$ cat src/sv/urta_pkg.sv
package urta_pkg;

   // width of the value field on the input channel
   localparam int DATA_BITS = 32;
   // default operand width
   localparam int VALUE_BITS_DEF = 32;

   // format codes
   localparam logic [2:0] OP_HEX_UPPER = 3'd0;
   localparam logic [2:0] OP_HEX_LOWER = 3'd1;
   localparam logic [2:0] OP_DEC       = 3'd2;
   localparam logic [2:0] OP_OCT       = 3'd3;
   localparam logic [2:0] OP_BIN       = 3'd4;

   // half of each radix, the carry threshold of a digit cell
   localparam logic [3:0] HALF_HEX = 4'd8;
   localparam logic [3:0] HALF_DEC = 4'd5;
   localparam logic [3:0] HALF_OCT = 4'd4;
   localparam logic [3:0] HALF_BIN = 4'd1;

   // digit cell modes
   localparam logic [1:0] MODE_HOLD   = 2'd0;
   localparam logic [1:0] MODE_CLEAR  = 2'd1;
   localparam logic [1:0] MODE_DOUBLE = 2'd2;
   localparam logic [1:0] MODE_SHIFT  = 2'd3;

   // ascii codes
   localparam logic [7:0] CHAR_ZERO    = 8'h30;
   localparam logic [7:0] CHAR_UPPER_A = 8'h41;
   localparam logic [7:0] CHAR_LOWER_A = 8'h61;

   // control shared by every cell of the chain
   typedef struct packed {
      logic [1:0] mode;
      logic [3:0] half;
   } cell_ctrl_type;

   // digit value to ascii character
   function automatic logic [7:0] digit_char(input logic [3:0] digit, input logic lower);
      logic [7:0] c;
      if (digit < 4'd10) begin
         c = CHAR_ZERO + {4'h0, digit};
      end else if (lower) begin
         c = CHAR_LOWER_A + {4'h0, digit} - 8'd10;
      end else begin
         c = CHAR_UPPER_A + {4'h0, digit} - 8'd10;
      end
      return c;
   endfunction

endpackage

$ cat src/sv/unsigned_radix_to_ascii.sv
// operation: the item is taken, its NUM_BITS = min(VALUE_BITS, 32) value bits are shifted
// through the digit cell chain, then the characters are sent most significant first, each
// held while the output stalls; an item with an unused format code is dropped
// items: no new item is taken until the last character of the current one is loaded
// reset: synchronous, active high; clears the controller and the output valid
module unsigned_radix_to_ascii #(
   parameter int VALUE_BITS = urta_pkg::VALUE_BITS_DEF
) (
   input  logic        clock,
   input  logic        reset,
   input  logic        req_tvalid,
   output logic        req_tready,
   input  logic [39:0] req_tdata,   // value [31:0], operation [34:32], zero [39:35]
   output logic        rsp_tvalid,
   input  logic        rsp_tready,
   output logic [15:0] rsp_tdata,   // character [7:0], char_count [13:8], zero [15:14]
   output logic        rsp_tlast
);

   localparam int NUM_BITS = (VALUE_BITS < urta_pkg::DATA_BITS) ? VALUE_BITS
                                                                : urta_pkg::DATA_BITS;
   localparam int LEN_W    = $clog2(NUM_BITS + 1);
   localparam int IDX_W    = $clog2(NUM_BITS);

   localparam logic [1:0] ST_IDLE = 2'd0;
   localparam logic [1:0] ST_CONV = 2'd1;
   localparam logic [1:0] ST_EMIT = 2'd2;

   logic [1:0]          state_ff, state_in;
   logic [NUM_BITS-1:0] val_ff, val_in;
   logic [LEN_W-1:0]    bits_ff, bits_in;
   logic [LEN_W-1:0]    len_ff, len_in;
   logic [LEN_W-1:0]    rem_ff, rem_in;
   logic [3:0]          half_ff, half_in;
   logic                lower_ff, lower_in;
   logic                rsp_tvalid_ff, rsp_tvalid_in;
   logic [7:0]          rsp_char_ff, rsp_char_in;
   logic [5:0]          rsp_count_ff, rsp_count_in;
   logic                rsp_last_ff, rsp_last_in;

   urta_pkg::cell_ctrl_type        cell_ctrl;
   logic [NUM_BITS:0]              carry_w;
   logic [NUM_BITS-1:0][3:0]       digit_w;
   logic [LEN_W-1:0]               len_dec;
   logic [IDX_W-1:0]               top_idx;
   logic                           accept;
   logic                           load;
   logic [2:0]                     req_op;

   assign req_op     = req_tdata[34:32];
   assign req_tready = (state_ff == ST_IDLE);
   assign accept     = req_tvalid && req_tready;
   assign load       = !rsp_tvalid_ff || rsp_tready;
   assign len_dec    = len_ff - LEN_W'(1);
   assign top_idx    = len_dec[IDX_W-1:0];

   // value bits enter the chain most significant first
   assign carry_w[0] = val_ff[NUM_BITS-1];

   // row of digit cells, cell 0 holds the least significant digit
   for (genvar k = 0; k < NUM_BITS; k++) begin : g_cell
      logic [3:0] shift_src;
      if (k == 0) begin : g_first
         assign shift_src = 4'd0;
      end else begin : g_rest
         assign shift_src = digit_w[k-1];
      end
      urta_cell u_cell (
         .clock     (clock),
         .ctrl      (cell_ctrl),
         .carry_in  (carry_w[k]),
         .shift_in  (shift_src),
         .carry_out (carry_w[k+1]),
         .digit     (digit_w[k])
      );
   end

   // controller
   always_comb begin
      state_in       = state_ff;
      val_in         = val_ff;
      bits_in        = bits_ff;
      len_in         = len_ff;
      rem_in         = rem_ff;
      half_in        = half_ff;
      lower_in       = lower_ff;
      rsp_tvalid_in  = rsp_tvalid_ff && !rsp_tready;
      rsp_char_in    = rsp_char_ff;
      rsp_count_in   = rsp_count_ff;
      rsp_last_in    = rsp_last_ff;
      cell_ctrl.mode = urta_pkg::MODE_HOLD;
      cell_ctrl.half = half_ff;

      unique case (state_ff)
         ST_IDLE: begin
            if (accept) begin
               val_in         = req_tdata[NUM_BITS-1:0];
               bits_in        = LEN_W'(NUM_BITS);
               len_in         = LEN_W'(1);
               lower_in       = (req_op == urta_pkg::OP_HEX_LOWER);
               cell_ctrl.mode = urta_pkg::MODE_CLEAR;
               state_in       = ST_CONV;
               unique case (req_op)
                  urta_pkg::OP_HEX_UPPER: half_in = urta_pkg::HALF_HEX;
                  urta_pkg::OP_HEX_LOWER: half_in = urta_pkg::HALF_HEX;
                  urta_pkg::OP_DEC:       half_in = urta_pkg::HALF_DEC;
                  urta_pkg::OP_OCT:       half_in = urta_pkg::HALF_OCT;
                  urta_pkg::OP_BIN:       half_in = urta_pkg::HALF_BIN;
                  default:                state_in = ST_IDLE;
               endcase
            end
         end
         ST_CONV: begin
            // double the chain and add the next bit
            cell_ctrl.mode = urta_pkg::MODE_DOUBLE;
            val_in         = {val_ff[NUM_BITS-2:0], 1'b0};
            bits_in        = bits_ff - LEN_W'(1);
            if (carry_w[len_ff] && (len_ff != LEN_W'(NUM_BITS))) begin
               len_in = len_ff + LEN_W'(1);
            end
            if (bits_ff == LEN_W'(1)) begin
               rem_in   = len_in;
               state_in = ST_EMIT;
            end
         end
         ST_EMIT: begin
            // most significant digit sits at the top used cell, chain moves up
            if (load) begin
               cell_ctrl.mode = urta_pkg::MODE_SHIFT;
               rsp_tvalid_in  = 1'b1;
               rsp_char_in    = urta_pkg::digit_char(digit_w[top_idx], lower_ff);
               rsp_last_in    = (rem_ff == LEN_W'(1));
               rsp_count_in   = (rem_ff == LEN_W'(1)) ? 6'(len_ff) : 6'd0;
               rem_in         = rem_ff - LEN_W'(1);
               if (rem_ff == LEN_W'(1)) begin
                  state_in = ST_IDLE;
               end
            end
         end
         default: begin
            state_in = ST_IDLE;
         end
      endcase
   end

   always_ff @(posedge clock) begin
      if (reset) begin
         state_ff      <= ST_IDLE;
         rsp_tvalid_ff <= 1'b0;
      end else begin
         state_ff      <= state_in;
         rsp_tvalid_ff <= rsp_tvalid_in;
      end
      val_ff       <= val_in;
      bits_ff      <= bits_in;
      len_ff       <= len_in;
      rem_ff       <= rem_in;
      half_ff      <= half_in;
      lower_ff     <= lower_in;
      rsp_char_ff  <= rsp_char_in;
      rsp_count_ff <= rsp_count_in;
      rsp_last_ff  <= rsp_last_in;
   end

   // output register
   assign rsp_tvalid = rsp_tvalid_ff;
   assign rsp_tdata  = {2'b00, rsp_count_ff, rsp_char_ff};
   assign rsp_tlast  = rsp_last_ff;

   // digit count stays within the chain while an item is at work
   a_len_range: assert property (@(posedge clock) disable iff (reset)
      (state_ff != ST_IDLE) |-> (len_ff >= LEN_W'(1)) && (len_ff <= LEN_W'(NUM_BITS)))
      else $error("digit count out of range");

   // an unused format code produces nothing
   a_bad_op_drop: assert property (@(posedge clock) disable iff (reset)
      accept && (req_op != urta_pkg::OP_HEX_UPPER) && (req_op != urta_pkg::OP_HEX_LOWER)
         && (req_op != urta_pkg::OP_DEC) && (req_op != urta_pkg::OP_OCT)
         && (req_op != urta_pkg::OP_BIN) |=> (state_ff == ST_IDLE))
      else $error("unused format code started a conversion");

   // the final character is marked and closes the item
   a_last_done: assert property (@(posedge clock) disable iff (reset)
      (state_ff == ST_EMIT) && load && (rem_ff == LEN_W'(1))
         |=> rsp_last_ff && rsp_tvalid_ff && (state_ff == ST_IDLE)
            && (rsp_count_ff == 6'($past(len_ff))))
      else $error("final character not marked");

   // emission never runs with nothing left
   a_rem_nonzero: assert property (@(posedge clock) disable iff (reset)
      (state_ff == ST_EMIT) |-> (rem_ff != '0) && (rem_ff <= len_ff))
      else $error("emission counter out of range");

endmodule

$ cat src/sv/urta_cell.sv
module urta_cell (
   input  logic                   clock,
   input  urta_pkg::cell_ctrl_type ctrl,
   input  logic                   carry_in,
   input  logic [3:0]             shift_in,
   output logic                   carry_out,
   output logic [3:0]             digit
);

   logic [3:0] digit_ff;
   logic [3:0] digit_in;
   logic [3:0] reduced;

   // carry depends only on the stored digit, so nothing ripples along the chain
   assign carry_out = (digit_ff >= ctrl.half);
   assign reduced   = carry_out ? (digit_ff - ctrl.half) : digit_ff;
   assign digit     = digit_ff;

   // next digit by mode
   always_comb begin
      unique case (ctrl.mode)
         urta_pkg::MODE_HOLD:   digit_in = digit_ff;
         urta_pkg::MODE_CLEAR:  digit_in = 4'd0;
         urta_pkg::MODE_DOUBLE: digit_in = {reduced[2:0], carry_in};
         urta_pkg::MODE_SHIFT:  digit_in = shift_in;
         default:               digit_in = digit_ff;
      endcase
   end

   always_ff @(posedge clock) begin
      digit_ff <= digit_in;
   end

endmodule
$ cat config.mk
export PLATFORM = sky130hd
export DESIGN_NAME = unsigned_radix_to_ascii
export DESIGN_NICKNAME = d
export VERILOG_FILES = /design/src/sv/urta_pkg.sv /design/src/sv/unsigned_radix_to_ascii.sv /design/src/sv/urta_cell.sv
export SDC_FILE = /design/constraint.sdc
export NUM_CORES = 1
export LEC_CHECK = 0
export BUFFER_PORTS_ARGS = -buffer_cell sky130_fd_sc_hd__clkbuf_2
export CORE_MARGIN = 5
export CORE_UTILIZATION = 55
export CTS_CLUSTER_DIAMETER = 100
export DETAILED_ROUTE_END_ITERATION = 12
export PLACE_DENSITY = 0.72
export SLEW_MARGIN = 20
export SYNTH_ARGS = -nofsm -noshare
export SYNTH_HDL_FRONTEND = slang
export SYNTH_HIERARCHICAL = 1
export SYNTH_SLANG_ARGS = --single-unit
$ cat constraint.sdc
create_clock -name clock -period 19.8 [get_ports clock]
set_input_delay 5.94 -clock clock [delete_from_list [all_inputs] [get_ports clock]]
set_output_delay 5.94 -clock clock [all_outputs]
set_load 0.01 [all_outputs]
==> flow_metrics.tcl <==
set metrics [dict create \
    area_growth_pct 9.35 \
    ctsRootBufferMaster "clkbuf_16" \
    seq_area_frac_synth_pct 35.0 \
    core-area_mm2 0.0306 \
    slew_headroom_pct 28.9 \
    hold_path.class "flop to flop" \
    grt_start_max_net_pins 114 \
    critPathArrivalTime_ps 8950 \
    vias_per_cell 6.03 \
    gr-total-overflow 0 \
    ys_seq_elements 199 \
    grt_pass1_vias 11944 \
    syn_inst 1489 \
    tritoncts "built" \
    startpoint_type "input port" \
    gr-usage-met1_pct 30.4 \
    required_ps 20060 \
    vias 12220 \
    syn_area_mm2 0.0170 \
    insertion_delay_ps 450 \
    setup_viol 0 \
    synthTopCellsByCount "inv_1, edfxtp_1, ha_1" \
    numCtsBuffers 17 \
    grtUsageTotal_pct 22.5 \
    skew_ps 13.6 \
    drive_gt1_share_pct 21.4 \
    die_w_um 186 \
    leakagePower_nw 7.45 \
    layout.nets 1827 \
    cts-resized-gates 0 \
    hold_viol 0 \
    crit_top_cell "buf_4" \
    avgSynthCellArea_um2 11.4 \
    finalMaxSlewViolations 0 \
    antenna_cells 0 \
    clkSlewWorstSetupHoldPaths_ps 80 \
    ant_nets 0 \
    tns_ps 0 \
    synth_edf_count 196 \
    gr-max-usage-layer "met2" \
    routedWlPerCell_um 19.0 \
    die_area_mm2 0.0345 \
    ir_worst_vdd_mv 0.0538 \
    synthArstFlopShare_pct 0 \
    synthDistinctLibCells 58 \
    slowest_delay_ps 900 \
    slowest_stage "buf_4" \
    routabilityCongestion 0.877 \
    row_count 64 \
    cts_hold_buf 0 \
    synth_flop_cell "edfxtp_1" \
    rsz0062_at_grt "no" \
    fmax_mhz 115 \
    wirelength_um 38500 \
    critPathTopFamily "buffers and inverters" \
    status "complete, no violations" \
    hpwl_um 26900 \
    drt_iter0_drc 1073 \
    htree_levels 4 \
    antenna_found_initial 0 \
    synth_top_area_cell "edfxtp_1" \
    cts.sinks 199 \
    path_buf_inv 3 \
    io_buffers 54 \
    ios 63 \
    max_cap_viol_count 0 \
    clockBufferDepth 2 \
    placed_area_mm2 0.0180 \
    met3_usage_pct 3.44 \
    end_kind "flop" \
    grt_pass1_wl_um 62300 \
    firstDrtPassIters 5 \
    crit_chain "clkbuf_2, nand2b_1, nand2_1, nand2_4, buf_4, buf_4, nor2b_1, o2111ai_1, o311ai_2" \
    gr-usage-met2_pct 38.5 \
    finalCriticalPeriod_ps 8680 \
    final.period_utilization_pct 43.9 \
    post-cts-setup-buffer-count 0 \
    power.density_mw_per_mm2 79.5 \
    final_area_mm2 0.0186 \
    criticalPathCategory "input port to flop" \
    die_y_um 186 \
    drc 0 \
    tightest_slew_ps 1070 \
    ys_warn_count 6 \
    yosysMostFrequentCell "inv_1" \
    start_util_pct 55.6 \
    critical_path.max_fanout 113 \
    synth_top_area_share_pct 34.6 \
    netlist_top_cells_area "edfxtp_1, ha_1, o311ai_2, mux4_2, o2111ai_1" \
]
## sequential cells by signal, indices dropped and copies added, names as in the netlist
name                 cells
rsp_count_ff             6
len_ff                   6
val_ff                  32
half_ff                  3
rem_ff                   6
state_ff                 2
bits_ff                  6
lower_ff                 1
rsp_tlast                1
rsp_char_ff              7
rsp_tvalid               1
g_cell.u_cell/digit    128
## cells in the final DEF, fill, tap and decap left out, types with 33 or more instances in the layout
cell type  count
o311ai_2      64
nand2_1      103
inv_1        203
conb_1        71
nor2b_1       72
mux2i_1       36
nand2_2       33
mux4_2        44
nand3_1      102
clkbuf_2      54
xor2_1        36
nand2b_1      37
ha_1         135
a21oi_1       45
o2111ai_1     96
edfxtp_1     196
## worst paths after layout
path,endpoint,depth (start not counted),slack [ps],start
worst min-delay path,val_ff[8],2,520,val_ff[7]
worst max register to register,rsp_char_ff[2],9,15800,len_ff[1]
worst max-delay path,g_cell[7].u_cell/digit[3],9,11120,rsp_tready
worst min register to register,val_ff[8],2,520,val_ff[7]
## tightest hold or removal path, stage by stage, from the launching register on
cell and delay [ps]:
edfxtp_1 330, nand2_1 40, nand2_1 40
## report_power, final
| part | switching, mW | internal [mW] | total, mW |
|---|---|---|---|
| clock | 0.187 | 0.172 | 0.359 |
| combinational | 0.305 | 0.227 | 0.532 |
| sequential | 0.0566 | 0.530 | 0.587 |
## per-layer routing
| metal | routed length, um | part of all wire [%] |
|---|---|---|
| met5 | 0 | 0 |
| met4 | 564 | 1.5 |
| met1 | 16700 | 43 |
| met2 | 19300 | 50 |
| met3 | 1990 | 5.2 |
## stage by stage
| step | utilization (%) | std cells | setup WS [ps] | power (mW) | hold slack [ps] |
|---|---|---|---|---|---|
| after floorplan | - | 1559 | 9100 | 1.00 | 484 |
| after detailed placement | 58.8 | 1993 | 10800 | 1.12 | 498 |
| after global routing | 60.8 | 2025 | 10920 | 1.55 | 541 |
| after global placement | 58.8 | 1993 | 10860 | 1.10 | 487 |
| final | 60.8 | 2025 | 11120 | 1.48 | 516 |
| after CTS | 60.8 | 2025 | 11250 | 1.48 | 519 |
## cell families after synthesis
| logic type | after synthesis | synth area share (%) |
|---|---|---|
| adders and majority gates | 167 | 13.7 |
| and+or+nand+nor | 434 | 13.4 |
| buffers and inverters | 232 | 5.41 |
| xor gates and xnor gates | 44 | 2.47 |
| DFF | 199 | 35.0 |
| other | 1 | 0.0221 |
| AOI/OAI and AO/OA | 326 | 21.4 |
| muxes | 86 | 8.56 |
## cell type report
cell class              instances  area, um2
fillers                      2515      12000
multi-input cells            1128      10400
flip-flops and latches        199       5950
inverters                     205        769
well taps                     396        495
clock buffers                  18        429
repair buffers                 65        353
clock inverters                14        179
(Power assumes the default switching activity.)
